===== config.mk =====
export PLATFORM = sky130hd
export DESIGN_NAME = uart_rx_ring_xon_xoff_unit
export DESIGN_NICKNAME = d
export VERILOG_FILES = /design/src/rtl/core/uxr_pkg.sv /design/src/rtl/core/uxr_ctrl.sv /design/src/rtl/core/uxr_datapath.sv /design/src/rtl/core/uart_rx_ring_xon_xoff_unit.sv
export SDC_FILE = /design/constraint.sdc
export NUM_CORES = 2
export LEC_CHECK = 0
export BUFFER_PORTS_ARGS = -buffer_cell sky130_fd_sc_hd__buf_2
export CAP_MARGIN = 20
export CORE_MARGIN = 10
export CORE_UTILIZATION = 49
export DETAILED_ROUTE_END_ITERATION = 7
export PLACE_DENSITY = 0.67
export SETUP_SLACK_MARGIN = 0.5
export SLEW_MARGIN = 30
export SYNTH_ARGS = -nofsm -noshare
export SYNTH_HDL_FRONTEND = slang
export SYNTH_SLANG_ARGS = --single-unit
export TNS_END_PERCENT = 5

===== constraint.sdc =====
create_clock -name clk -period 2.9 [get_ports clk]
set_input_delay 0.29 -clock clk [delete_from_list [all_inputs] [get_ports clk]]
set_output_delay 0.29 -clock clk [all_outputs]
set_load 0.01 [all_outputs]

===== src/rtl/core/uxr_pkg.sv =====
// Shared types and constants for the UART receive ring with XON/XOFF filtering.
package uxr_pkg;

	// Item operation codes
	typedef enum logic [1:0] {
		OP_RX    = 2'd0,
		OP_READ  = 2'd1,
		OP_FLUSH = 2'd2
	} op_t;

	// Configuration register indexes
	typedef enum logic {
		CFG_FC_ENABLE = 1'b0,
		CFG_PROBE     = 1'b1
	} cfg_idx_t;

	localparam logic [7:0] XON_CODE  = 8'h11;
	localparam logic [7:0] XOFF_CODE = 8'h13;

	typedef enum logic {
		ST_IDLE,
		ST_READ
	} state_t;

	// Controller to datapath
	typedef struct packed {
		logic take;      // item accepted this cycle, apply its operation
		logic load_now;  // load result register with a result that needs no ring read
		logic load_mem;  // load result register with the byte read from the ring
	} cmd_t;

	// Datapath to controller
	typedef struct packed {
		logic out_full;    // result register holds an item not yet taken
		logic ring_empty;  // read index equals write index
	} status_t;

endpackage


===== src/rtl/core/uxr_ctrl.sv =====
// Controller state machine: accepts items and sequences ring reads.
module uxr_ctrl (
	input  logic              clk,
	input  logic              arst_n,
	input  logic              in_valid,
	output logic              in_ready,
	input  logic              out_ready,
	input  logic [1:0]        operation,
	input  uxr_pkg::status_t  status,
	output uxr_pkg::cmd_t     cmd
);

	uxr_pkg::state_t state_q;
	uxr_pkg::state_t state_d;
	logic            take;
	logic            read_hit;

	assign in_ready = (state_q == uxr_pkg::ST_IDLE) && (!status.out_full || out_ready);
	assign take     = in_valid && in_ready;
	assign read_hit = (operation == uxr_pkg::OP_READ) && !status.ring_empty;

	always_ff @(posedge clk or negedge arst_n) begin
		if (!arst_n) begin
			state_q <= uxr_pkg::ST_IDLE;
		end else begin
			state_q <= state_d;
		end
	end

	always_comb begin
		state_d = state_q;
		case (state_q)
			uxr_pkg::ST_IDLE: begin
				if (take && read_hit) begin
					state_d = uxr_pkg::ST_READ;
				end
			end
			uxr_pkg::ST_READ: begin
				state_d = uxr_pkg::ST_IDLE;
			end
			default: begin
				state_d = uxr_pkg::ST_IDLE;
			end
		endcase
	end

	always_comb begin
		cmd = '0;
		case (state_q)
			uxr_pkg::ST_IDLE: begin
				cmd.take     = take;
				cmd.load_now = take && !read_hit;
			end
			uxr_pkg::ST_READ: begin
				cmd.load_mem = 1'b1;
			end
			default: begin
				cmd = '0;
			end
		endcase
	end

endmodule


===== src/rtl/core/uxr_datapath.sv =====
// Datapath: ring memory, indexes, flow-control filter, config and result register.
module uxr_datapath #(
	parameter int RING_DEPTH = 512,
	localparam int IDX_W = (RING_DEPTH > 1) ? $clog2(RING_DEPTH) : 1,
	localparam int PK_W  = $clog2(RING_DEPTH + 1)
) (
	input  logic              clk,
	input  logic              arst_n,
	input  uxr_pkg::cmd_t     cmd,
	output uxr_pkg::status_t  status,
	input  logic [1:0]        operation,
	input  logic [7:0]        rx_byte,
	input  logic              cfg_we,
	input  logic              cfg_index,
	input  logic [7:0]        cfg_data,
	input  logic              out_ready,
	output logic              out_valid,
	output logic              read_ok,
	output logic [7:0]        read_byte,
	output logic              peer_stopped,
	output logic [PK_W-1:0]   high_watermark
);

	localparam logic [IDX_W-1:0] LAST_IDX = IDX_W'(RING_DEPTH - 1);

	logic [7:0]       ring_mem [RING_DEPTH];
	logic [7:0]       rdata_q;
	logic [IDX_W-1:0] wr_idx_q;
	logic [IDX_W-1:0] rd_idx_q;
	logic             stop_q;
	logic [PK_W-1:0]  peak_q;
	logic             fc_en_q;
	logic [7:0]       probe_q;
	logic             out_valid_q;
	logic             read_ok_q;
	logic [7:0]       read_byte_q;
	logic             stopped_q;
	logic [PK_W-1:0]  watermark_q;

	logic             stop_d;
	logic [PK_W-1:0]  peak_d;
	logic [PK_W-1:0]  wr_inc;
	logic             do_store;
	logic             do_read;

	assign status.out_full   = out_valid_q;
	assign status.ring_empty = (rd_idx_q == wr_idx_q);

	assign wr_inc = PK_W'(wr_idx_q) + PK_W'(1);

	// Decode the item's effect on the stop flag, the store and the read side
	always_comb begin
		stop_d   = stop_q;
		peak_d   = peak_q;
		do_store = 1'b0;
		do_read  = 1'b0;
		case (operation)
			uxr_pkg::OP_RX: begin
				if (fc_en_q && rx_byte == uxr_pkg::XON_CODE) begin
					stop_d = 1'b0;
				end else if (fc_en_q && rx_byte == uxr_pkg::XOFF_CODE) begin
					stop_d = 1'b1;
				end else if (!(fc_en_q && rx_byte == probe_q)) begin
					do_store = 1'b1;
					if (wr_inc > peak_q) begin
						peak_d = wr_inc;
					end
				end
			end
			uxr_pkg::OP_READ: begin
				do_read = !status.ring_empty;
			end
			default: begin
				do_read = 1'b0;
			end
		endcase
	end

	always_ff @(posedge clk) begin
		if (cmd.take && do_store) begin
			ring_mem[wr_idx_q] <= rx_byte;
		end
		if (cmd.take && do_read) begin
			rdata_q <= ring_mem[rd_idx_q];
		end
	end

	always_ff @(posedge clk or negedge arst_n) begin
		if (!arst_n) begin
			wr_idx_q <= '0;
			rd_idx_q <= '0;
			stop_q   <= 1'b0;
			peak_q   <= '0;
		end else if (cmd.take) begin
			stop_q <= stop_d;
			peak_q <= peak_d;
			if (operation == uxr_pkg::OP_FLUSH) begin
				wr_idx_q <= '0;
				rd_idx_q <= '0;
			end
			if (do_store) begin
				wr_idx_q <= (wr_idx_q == LAST_IDX) ? '0 : wr_idx_q + IDX_W'(1);
			end
			if (do_read) begin
				rd_idx_q <= (rd_idx_q == LAST_IDX) ? '0 : rd_idx_q + IDX_W'(1);
			end
		end
	end

	always_ff @(posedge clk or negedge arst_n) begin
		if (!arst_n) begin
			fc_en_q <= 1'b0;
			probe_q <= '0;
		end else if (cfg_we) begin
			case (cfg_index)
				uxr_pkg::CFG_FC_ENABLE: fc_en_q <= cfg_data[0];
				uxr_pkg::CFG_PROBE:     probe_q <= cfg_data;
				default:                probe_q <= probe_q;
			endcase
		end
	end

	always_ff @(posedge clk or negedge arst_n) begin
		if (!arst_n) begin
			out_valid_q <= 1'b0;
		end else if (cmd.load_now || cmd.load_mem) begin
			out_valid_q <= 1'b1;
		end else if (out_ready) begin
			out_valid_q <= 1'b0;
		end
	end

	always_ff @(posedge clk) begin
		if (cmd.load_now) begin
			read_ok_q   <= 1'b0;
			read_byte_q <= '0;
			stopped_q   <= stop_d;
			watermark_q <= peak_d;
		end else if (cmd.load_mem) begin
			read_ok_q   <= 1'b1;
			read_byte_q <= rdata_q;
			stopped_q   <= stop_q;
			watermark_q <= peak_q;
		end
	end

	assign out_valid      = out_valid_q;
	assign read_ok        = read_ok_q;
	assign read_byte      = read_byte_q;
	assign peer_stopped   = stopped_q;
	assign high_watermark = watermark_q;

	a_mem_load_free : assert property (@(posedge clk) disable iff (!arst_n)
		cmd.load_mem |-> !out_valid_q)
		else $error("ring read result would overwrite a pending item");

	a_read_follows : assert property (@(posedge clk) disable iff (!arst_n)
		(cmd.take && do_read) |=> cmd.load_mem)
		else $error("launched ring read not delivered in the next cycle");

	a_mem_after_read : assert property (@(posedge clk) disable iff (!arst_n)
		cmd.load_mem |-> $past(cmd.take && do_read))
		else $error("result loaded from memory without a launched read");

	a_single_load : assert property (@(posedge clk) disable iff (!arst_n)
		!(cmd.load_now && cmd.load_mem))
		else $error("two result loads in one cycle");

endmodule


===== src/rtl/core/uart_rx_ring_xon_xoff_unit.sv =====
// Top level of the UART receive ring buffer with XON/XOFF software flow control.
//
// Usage:
//   Input channel (in_valid/in_ready) carries one item: operation and rx_byte.
//   operation 0 stores rx_byte (or, with flow control on, takes XON/XOFF into
//   the stop flag and drops the probe byte), 1 reads the oldest byte, 2 flushes.
//   Every item gives exactly one result on the output channel
//   (out_valid/out_ready): read_ok, read_byte, peer_stopped, high_watermark.
//   Configuration is a plain write port: cfg_we, cfg_index (0 flow-control
//   enable, 1 probe byte), cfg_data. Write it only while no item is in flight.
// Result path and throughput:
//   A receive, flush or empty read puts its result in the output register
//   in the cycle after acceptance; one item per cycle while results are taken.
//   A read that returns a byte also passes the ring memory's registered read
//   port and the ST_READ state, in which no new item is accepted.
// Reset (arst_n low): indexes, stop flag, watermark and config clear at once;
//   the ring contents are left as they are and are never read before written.
// Stall: a result waits in the output register; one further item is accepted
//   in that cycle only when out_ready takes the waiting result.
module uart_rx_ring_xon_xoff_unit #(
	parameter int RING_DEPTH = 512
) (
	input  logic                               clk,
	input  logic                               arst_n,
	input  logic                               in_valid,
	output logic                               in_ready,
	input  logic [1:0]                         operation,
	input  logic [7:0]                         rx_byte,
	output logic                               out_valid,
	input  logic                               out_ready,
	output logic                               read_ok,
	output logic [7:0]                         read_byte,
	output logic                               peer_stopped,
	output logic [$clog2(RING_DEPTH + 1)-1:0]  high_watermark,
	input  logic                               cfg_we,
	input  logic                               cfg_index,
	input  logic [7:0]                         cfg_data
);

	// Command and status between the sequencer and the datapath
	uxr_pkg::cmd_t    cmd;
	uxr_pkg::status_t status;

	// Sequencer: gates acceptance and steps a ring read through the ST_READ state
	uxr_ctrl u_ctrl (
		.clk       (clk),
		.arst_n    (arst_n),
		.in_valid  (in_valid),
		.in_ready  (in_ready),
		.out_ready (out_ready),
		.operation (operation),
		.status    (status),
		.cmd       (cmd)
	);

	// Ring memory, indexes, flow-control filter and result register
	uxr_datapath #(
		.RING_DEPTH (RING_DEPTH)
	) u_datapath (
		.clk            (clk),
		.arst_n         (arst_n),
		.cmd            (cmd),
		.status         (status),
		.operation      (operation),
		.rx_byte        (rx_byte),
		.cfg_we         (cfg_we),
		.cfg_index      (cfg_index),
		.cfg_data       (cfg_data),
		.out_ready      (out_ready),
		.out_valid      (out_valid),
		.read_ok        (read_ok),
		.read_byte      (read_byte),
		.peer_stopped   (peer_stopped),
		.high_watermark (high_watermark)
	);

endmodule


* Yosys cells after proc, flatten, opt, wreduce, memory -nomap -nowiden
Memories as Yosys holds them, arrays and structs flattened. A register that Yosys moved wholly into a read port is not among the register bits. Index checks and enable logic that the tools add are counted.
Word-level totals: bits in registers 60, RAM bits 4096, input port bits 24, output and inout bits 22, logic and storage cells 81, memories kept 1
Memory list:
- u_datapath.ring_mem | words 512, bits a word 8, read ports 1, clocked after Yosys merged registers in 1, wr ports 1, RTL line uxr_datapath.sv:26 | logic [7:0] ring_mem [RING_DEPTH];
Operators by class: add/sub/neg operators 3, magnitude comparators 1, equal/unequal tests 8, multiplexer cells 30, bitwise gates (word level) 2, reductions and logical operators 24
Operators with widths (number):
- two-way mux 10 bit | 7
- two-way mux 9 bit | 5
- adder 9 x 1 -> 9 bit, second input constant | 2
- equality test 9 bit, second input constant | 2
- equality test 8 x 5 -> 1 bit, second input constant | 2
- two-way mux 1 bit | 16
- adder 9 x 1 -> 10 bit, second input constant | 1
- > comparator 10 bit | 1
- logical AND 1 bit | 10
- equality test 9 bit | 1
- equality test 8 bit | 1
- AND reduction 2 bit | 4
- nonzero test 2 bit | 4
- logical NOT 1 bit | 3
- equality test 2 x 1 -> 1 bit, second input constant | 1
- equality test 2 bit, second input constant | 1
- logical NOT 2 bit | 1
- logical OR 1 bit | 2
- two-way mux 2 bit | 1
- NOT 1 bit | 2
- case mux 1 bit (2 select lines) | 1

* Logic depth before layout (Yosys ltp)
depth after elaboration 9, gate-level depth with buffers 15, mapped depth without buffers 13

* Cells and area by module
Synthesis repeated with hierarchy kept, for this count alone.
Second synthesis, totals: cells, all modules 7794, area, all modules 162235.6 um2
By module, submodules not included:
- uxr_datapath | times used 1, cells an instance 7785, area each 162150.5 um2, sequential area each 124724.6 um2
- uxr_ctrl | times used 1, cells an instance 9, area each 85.1 um2, sequential area each 25.0 um2

* Least setup slack after synthesis
OpenSTA, ideal clock, no wires.
kind register to register, from reg u_datapath.wr_idx_q[0], to reg u_datapath.watermark_q[3], in the netlist u_datapath.high_watermark[3], data pin, library setup time 0.267 ns, arrival 2.863 ns, data required time 2.633 ns, slack -0.230 ns, stages on the path, launching flop included 16, buffers on the path 2, period minus slack after synthesis 3.130 ns, cells stage by stage dfrtp_1 -> ha_1 -> clkbuf_1 -> and3_1 -> nand2_1 -> nor2_1 -> ha_1 -> ha_1 -> nand4_1 -> nor2_1 -> a21oi_1 -> o211ai_1 -> nand4_2 -> clkbuf_1 -> nor2_1 -> a21oi_1
Between the ends: word-level cells in the longest chain between the ends 8, elaborated cells on any way between the ends 14, those cells by class add/sub (1); order compare (1); eq/ne (1); mux (7); reduce/logical (4)
Ends and longest elaborated chain:
- from (decl) | RTL line uxr_datapath.sv:28 | logic [IDX_W-1:0] wr_idx_q;
- from (signal assigned) | RTL line uxr_datapath.sv:102 | wr_idx_q <= (wr_idx_q == LAST_IDX) ? '0 : wr_idx_q + IDX_W'(1);
- adder 9 x 1 -> 10 bit | RTL line uxr_datapath.sv:49 | assign wr_inc = PK_W'(wr_idx_q) + PK_W'(1);
- > comparator 10 bit | RTL line uxr_datapath.sv:65 | if (wr_inc > peak_q) begin
- two-way mux 10 bit | RTL line uxr_datapath.sv:65
- two-way mux 10 bit | RTL line uxr_datapath.sv:63 | end else if (!(fc_en_q && rx_byte == probe_q)) begin
- two-way mux 10 bit | RTL line uxr_datapath.sv:61 | end else if (fc_en_q && rx_byte == uxr_pkg::XOFF_CODE) begin
- two-way mux 10 bit | RTL line uxr_datapath.sv:59 | if (fc_en_q && rx_byte == uxr_pkg::XON_CODE) begin
- two-way mux 10 bit | RTL line uxr_datapath.sv:57 | case (operation)
- two-way mux 10 bit (*) | RTL line uxr_datapath.sv:134 | if (cmd.load_now) begin
- to (signal assigned) | RTL line uxr_datapath.sv:138 | watermark_q <= peak_d;
- to (signal assigned) | RTL line uxr_datapath.sv:143 | watermark_q <= peak_q;
- to (decl) | RTL line uxr_datapath.sv:38 | logic [PK_W-1:0] watermark_q;
Mark *: on every way between the ends. The rest lies on a longest branch, timed or not. A chain may end at the register's enable or synchronous reset.

* Worst setup path in the final report
from reg u_datapath.rd_idx_q[0], to reg u_datapath.rdata_q[2] (read register of u_datapath.ring_mem), data pin
Between the ends: word-level cells in the longest chain between the ends 4
Ends and longest elaborated chain:
- from (decl) | RTL line uxr_datapath.sv:29 | logic [IDX_W-1:0] rd_idx_q;
- from (signal assigned) | RTL line uxr_datapath.sv:105 | rd_idx_q <= (rd_idx_q == LAST_IDX) ? '0 : rd_idx_q + IDX_W'(1);
- equality test 9 bit | RTL line uxr_datapath.sv:47 | assign status.ring_empty = (rd_idx_q == wr_idx_q);
- logical NOT 1 bit | RTL line uxr_datapath.sv:71 | do_read = !status.ring_empty;
- two-way mux 1 bit | RTL line uxr_datapath.sv:57
- logical AND 1 bit | RTL line uxr_datapath.sv:83 | if (cmd.take && do_read) begin
- to (decl) | RTL line uxr_datapath.sv:27 | logic [7:0] rdata_q;
Several ways; a longest one is shown, not always the timed one.

==> results summary <==
The max-capacitance violation count is 0. The final number of hold-violating endpoints is 0. The max-slew violation count came out at 0.

The floorplan step set the die width to 595.0 µm. Of all nets on the critical path, the largest fanout is 8. The remaining routing DRC violations came out at 0.

Counting every sink on the clock net gives 4,164. The share of the core filled with cells in the final layout is 59.22%. Averaged over all synthesized cells, the footprint is 20.87 µm². The residual overflow from global routing is 0.

The worst hold path was traced through 3 stages. The boundary pin count is 46. The global-route usage over all layers came out at 26.73%. The number of different library cells used by synthesis comes to 79. The global-route wire length before repair is 681.1 mm. By startpoint and endpoint, the worst setup path is classified as reg -> reg. The total power divided by cell area is 771.7 mW/mm².

The startpoint identified for the worst hold timing path is rx_byte[5]. TritonCTS built the clock tree. For the final database, setup skew stands at 0.04517 ns. The worst hold path class is in -> reg. The worst min-delay path endpoint is u_datapath.ring_mem[247][5]. The weighted congestion at the end of routability-driven global placement is 0.9291.

The top flip-flop cell by instance count after synthesis is sky130_fd_sc_hd__edfxtp_1. The final reports fail on setup timing. The layout net count came out at 9,139. Setup violations remaining at the end of the flow were counted as 90. The synthesis-to-layout area growth is 20.52%. Synthesis inferred 4,164 register bits. In this run, synthesis inferred 4,115 flip-flops with an integrated enable.

The first TritonRoute pass finished after 8 iterations. The number of global-route vias before repair is 87,620. Measured against its own limit, the worst slew margin works out to 22.36%. The sequential fraction of the synthesis area came out at 77.00%.

The CTS root buffer is sky130_fd_sc_hd__clkbuf_16. Entering global routing, the biggest net connects 196 pins. The final instance count without filler cells came out at 13,820. The first-iteration detailed-routing DRC count is 13,730.

The number of buffers created by CTS is 414. The number of buffers inserted by port buffering came out at 45. The highest ir drop seen on vdd is 0.6260 mV. The total chip power came out at 150.7 mW. The longest clock path from root to sink contains 4 buffers. The clock insertion delay at the later pin of the skew report is 0.97 ns.

The setup slack after layout is -0.7349 ns. Once detailed placement completed, the half-perimeter wirelength came to 312.8 mm. In the final routed layout, each cell accounts on average for 35.38 µm. The initial core utilization is 49.13%. The residual antenna-violating net count after detailed routing is 0. The post-CTS clock slew at the launch and capture registers of the worst setup and hold paths is 0.06 ns. In this run the number of H-tree levels came out at 5.

The run finished, with violations left. For this run, the top clock speed supported by timing is 275.1 MHz. The static leakage came out at 61.62 nW. The initial antenna violation count is 29. The cell depth of the worst flop-to-flop path is 14. The endpoint identified for the worst register-to-register timing path is u_datapath.rdata_q[2]. The transition time at the pin with the least slew margin came out at 1.165 ns.

Synthesis produced a netlist with a net count of 7,805. The arrival time at the worst endpoint came out at 4.47 ns. The internal reg-to-reg setup slack is -0.73 ns. The floorplan die area came out at 0.3540 mm². The die height is 595.0 µm. The total wire length is 488.8 mm. The number of filler cells placed in the layout is 22,820. The cell total after placement came out at 12,830.

After floorplanning, the core was sized to cover 0.3297 mm². For this run, the number of Yosys warnings is 0. The number of vias in the routed layout came out at 88,900. STA classifies the critical path startpoint as a flip-flop.

After detailed routing, the number of vias per cell comes to 6.434. The placement row count came out at 211. Setup repair after global routing could not meet its margin everywhere. In the synthesized netlist, the number of instances is 7,764.

The synthesized cell area came out at 0.1620 mm². The worst register-to-register path begins at u_datapath.rd_idx_q[0]. The data required time at the worst endpoint came out at 3.73 ns.

The proportion of synthesized flip-flops having asynchronous set or reset is 0.9606%. The routed design could run at a clock period as short as 3.635 ns. The final critical-path share of the clock period came out at 125.3%. The worst setup path is captured at a flip-flop. The share of layout cells above drive strength 1 came out at 34.89%.
registers in the layout, indices dropped and copies added (netlist names):
name / cells
u_datapath.probe_q: 8
u_ctrl.state_q: 1
u_datapath.read_ok: 1
u_datapath.wr_idx_q: 9
u_datapath.rdata_q: 8
u_datapath.high_watermark: 10
u_datapath.peer_stopped: 1
u_datapath.peak_q: 10
u_datapath.fc_en_q: 1
u_datapath.out_valid: 1
u_datapath.stop_q: 1
u_datapath.ring_mem: 4096
u_datapath.rd_idx_q: 9
u_datapath.read_byte: 8
layout by cell type (no fill, tap or decap), drive strengths merged, types with 52 or more instances in the layout:
| cell | Yosys | layout |
|---|---|---|
| a22oi | 123 | 123 |
| o21ai | 145 | 145 |
| nand3 | 52 | 52 |
| mux4 | 891 | 891 |
| edfxtp | 4115 | 4115 |
| o22ai | 82 | 82 |
| nand2 | 134 | 134 |
| nor2 | 598 | 598 |
| mux2 | 53 | 53 |
| clkinv | 1 | 187 |
| a21oi | 91 | 91 |
| clkbuf | 214 | 531 |
| buf | 274 | 1359 |
| a221oi | 80 | 80 |
| mux2i | 439 | 439 |
critical path: stages (launching register included):
cell	delay [ns]
sky130_fd_sc_hd__dfrtp_4	0.49
sky130_fd_sc_hd__buf_12	0.17
sky130_fd_sc_hd__buf_16	0.17
sky130_fd_sc_hd__buf_12	0.14
sky130_fd_sc_hd__buf_16	0.14
sky130_fd_sc_hd__buf_12	0.15
sky130_fd_sc_hd__and2_1	0.20
sky130_fd_sc_hd__buf_12	0.17
sky130_fd_sc_hd__a22oi_1	0.25
sky130_fd_sc_hd__o21ai_0	0.16
sky130_fd_sc_hd__a211oi_1	0.44
sky130_fd_sc_hd__buf_4	0.20
sky130_fd_sc_hd__o2111ai_1	0.14
sky130_fd_sc_hd__a22oi_2	0.41
sky130_fd_sc_hd__or4_4	0.20
power by group:
part           total [mW]  switching, mW  internal (mW)
clock                52.4           22.6           29.8
combinational        31.8           16.0           15.8
sequential           66.5          0.171           66.3
total                 151           38.8            112
logic make-up after synthesis:
logic type,Yosys count,share of synthesized area [%]
AOI/OAI and AO/OA,761,3.277
xor gates and xnor gates,23,0.1243
adders and majority gates,17,0.1313
buffers and inverters,511,1.659
DFF,4164,77.00
muxes,1383,15.47
and+or+nand+nor,905,2.345
synthesized netlist by cell type (all sizes together), types with 8 or more instances:
| master | number | share of area, % |
|---|---|---|
| and3 | 9 | 0.035 |
| a31oi | 18 | 0.070 |
| dfxtp | 9 | 0.11 |
| o211ai | 13 | 0.060 |
| nor4 | 8 | 0.031 |
| nand2 | 134 | 0.31 |
| o22ai | 82 | 0.32 |
| o221ai | 47 | 0.25 |
| dfrtp | 40 | 0.62 |
| ha | 17 | 0.13 |
| and2 | 11 | 0.042 |
| a21oi | 91 | 0.28 |
| xor2 | 10 | 0.054 |
| a211oi | 49 | 0.23 |
| mux4 | 891 | 12 |
| a22oi | 123 | 0.57 |
| buf | 274 | 1.1 |
| nand4 | 12 | 0.050 |
| nor2b | 19 | 0.073 |
| nand3 | 52 | 0.16 |
| a211o | 10 | 0.054 |
| clkbuf | 214 | 0.50 |
| a22o | 35 | 0.19 |
| xnor2 | 13 | 0.070 |
| edfxtp | 4115 | 76 |
| nor3 | 20 | 0.062 |
| mux2i | 439 | 2.7 |
| inv | 22 | 0.051 |
| o21ai | 145 | 0.45 |
| mux2 | 53 | 0.37 |
| nor2 | 598 | 1.4 |
| a221oi | 80 | 0.44 |
| nand2b | 16 | 0.062 |
| o31ai | 8 | 0.037 |
repair_timing:
action / CTS / global route
cloned: 13 / 6
pin swaps: 72 / 92
resized for setup: 386 / 223
buffers inserted: 100 / 63
endpoints found under the setup margin: 4158 / 4172
hold buffers: 36 / 0
hold endpoints to repair: 123 / 0
how the worst max path moves through the flow:
stage                                start                           end  slack [ns]
CTS                 u_datapath.rd_idx_q[0]         u_datapath.rdata_q[2]       -0.62
global placement    u_datapath.rd_idx_q[0]         u_datapath.rdata_q[2]       -1.41
detailed placement  u_datapath.rd_idx_q[0]         u_datapath.rdata_q[2]       -1.36
global route        u_datapath.rd_idx_q[1]         u_datapath.rdata_q[2]       -0.68
floorplan           u_datapath.wr_idx_q[0]  u_datapath.high_watermark[0]       -0.02
finish              u_datapath.rd_idx_q[0]         u_datapath.rdata_q[2]       -0.73
cell type report:
type | instances | area (µm²) | share of cell area (%)
timing repair buffer | 1406 | 14800 | 7.579
inverter | 23 | 87.58 | 0.04486
clock buffer | 524 | 11050 | 5.661
sequential | 4164 | 124800 | 63.90
clock inverter | 233 | 2052 | 1.051
multi-input combinational | 3089 | 37000 | 18.95
antenna | 12 | 30.03 | 0.01538
tap | 4366 | 5463 | 2.798
layer usage:
layer	global-route usage [%]	vias to the layer above	part of all wire (%)
met2	41.19	6079	46
li1	-	35060	-
met3	7.207	1051	12
met4	11.00	24	5.0
met1	36.46	46680	36
met5	0	-	0.031
through the flow:
step           cell area, µm²  setup TNS, ns  hold WS [ns]  worst slack, ns
3_3_place_gp           176700       -2341.24        0.4709           -1.410
5_1_grt                195200         -72.97    -0.0001615          -0.6787
4_1_cts                193400         -58.86      0.002702          -0.6214
2_1_floorplan          163200       -0.07162     -0.005591         -0.01615
6_report               195300         -13.95       0.03099          -0.7349
3_5_place_dp           176800       -1502.73        0.3226           -1.361
(Power assumes the default switching activity.)
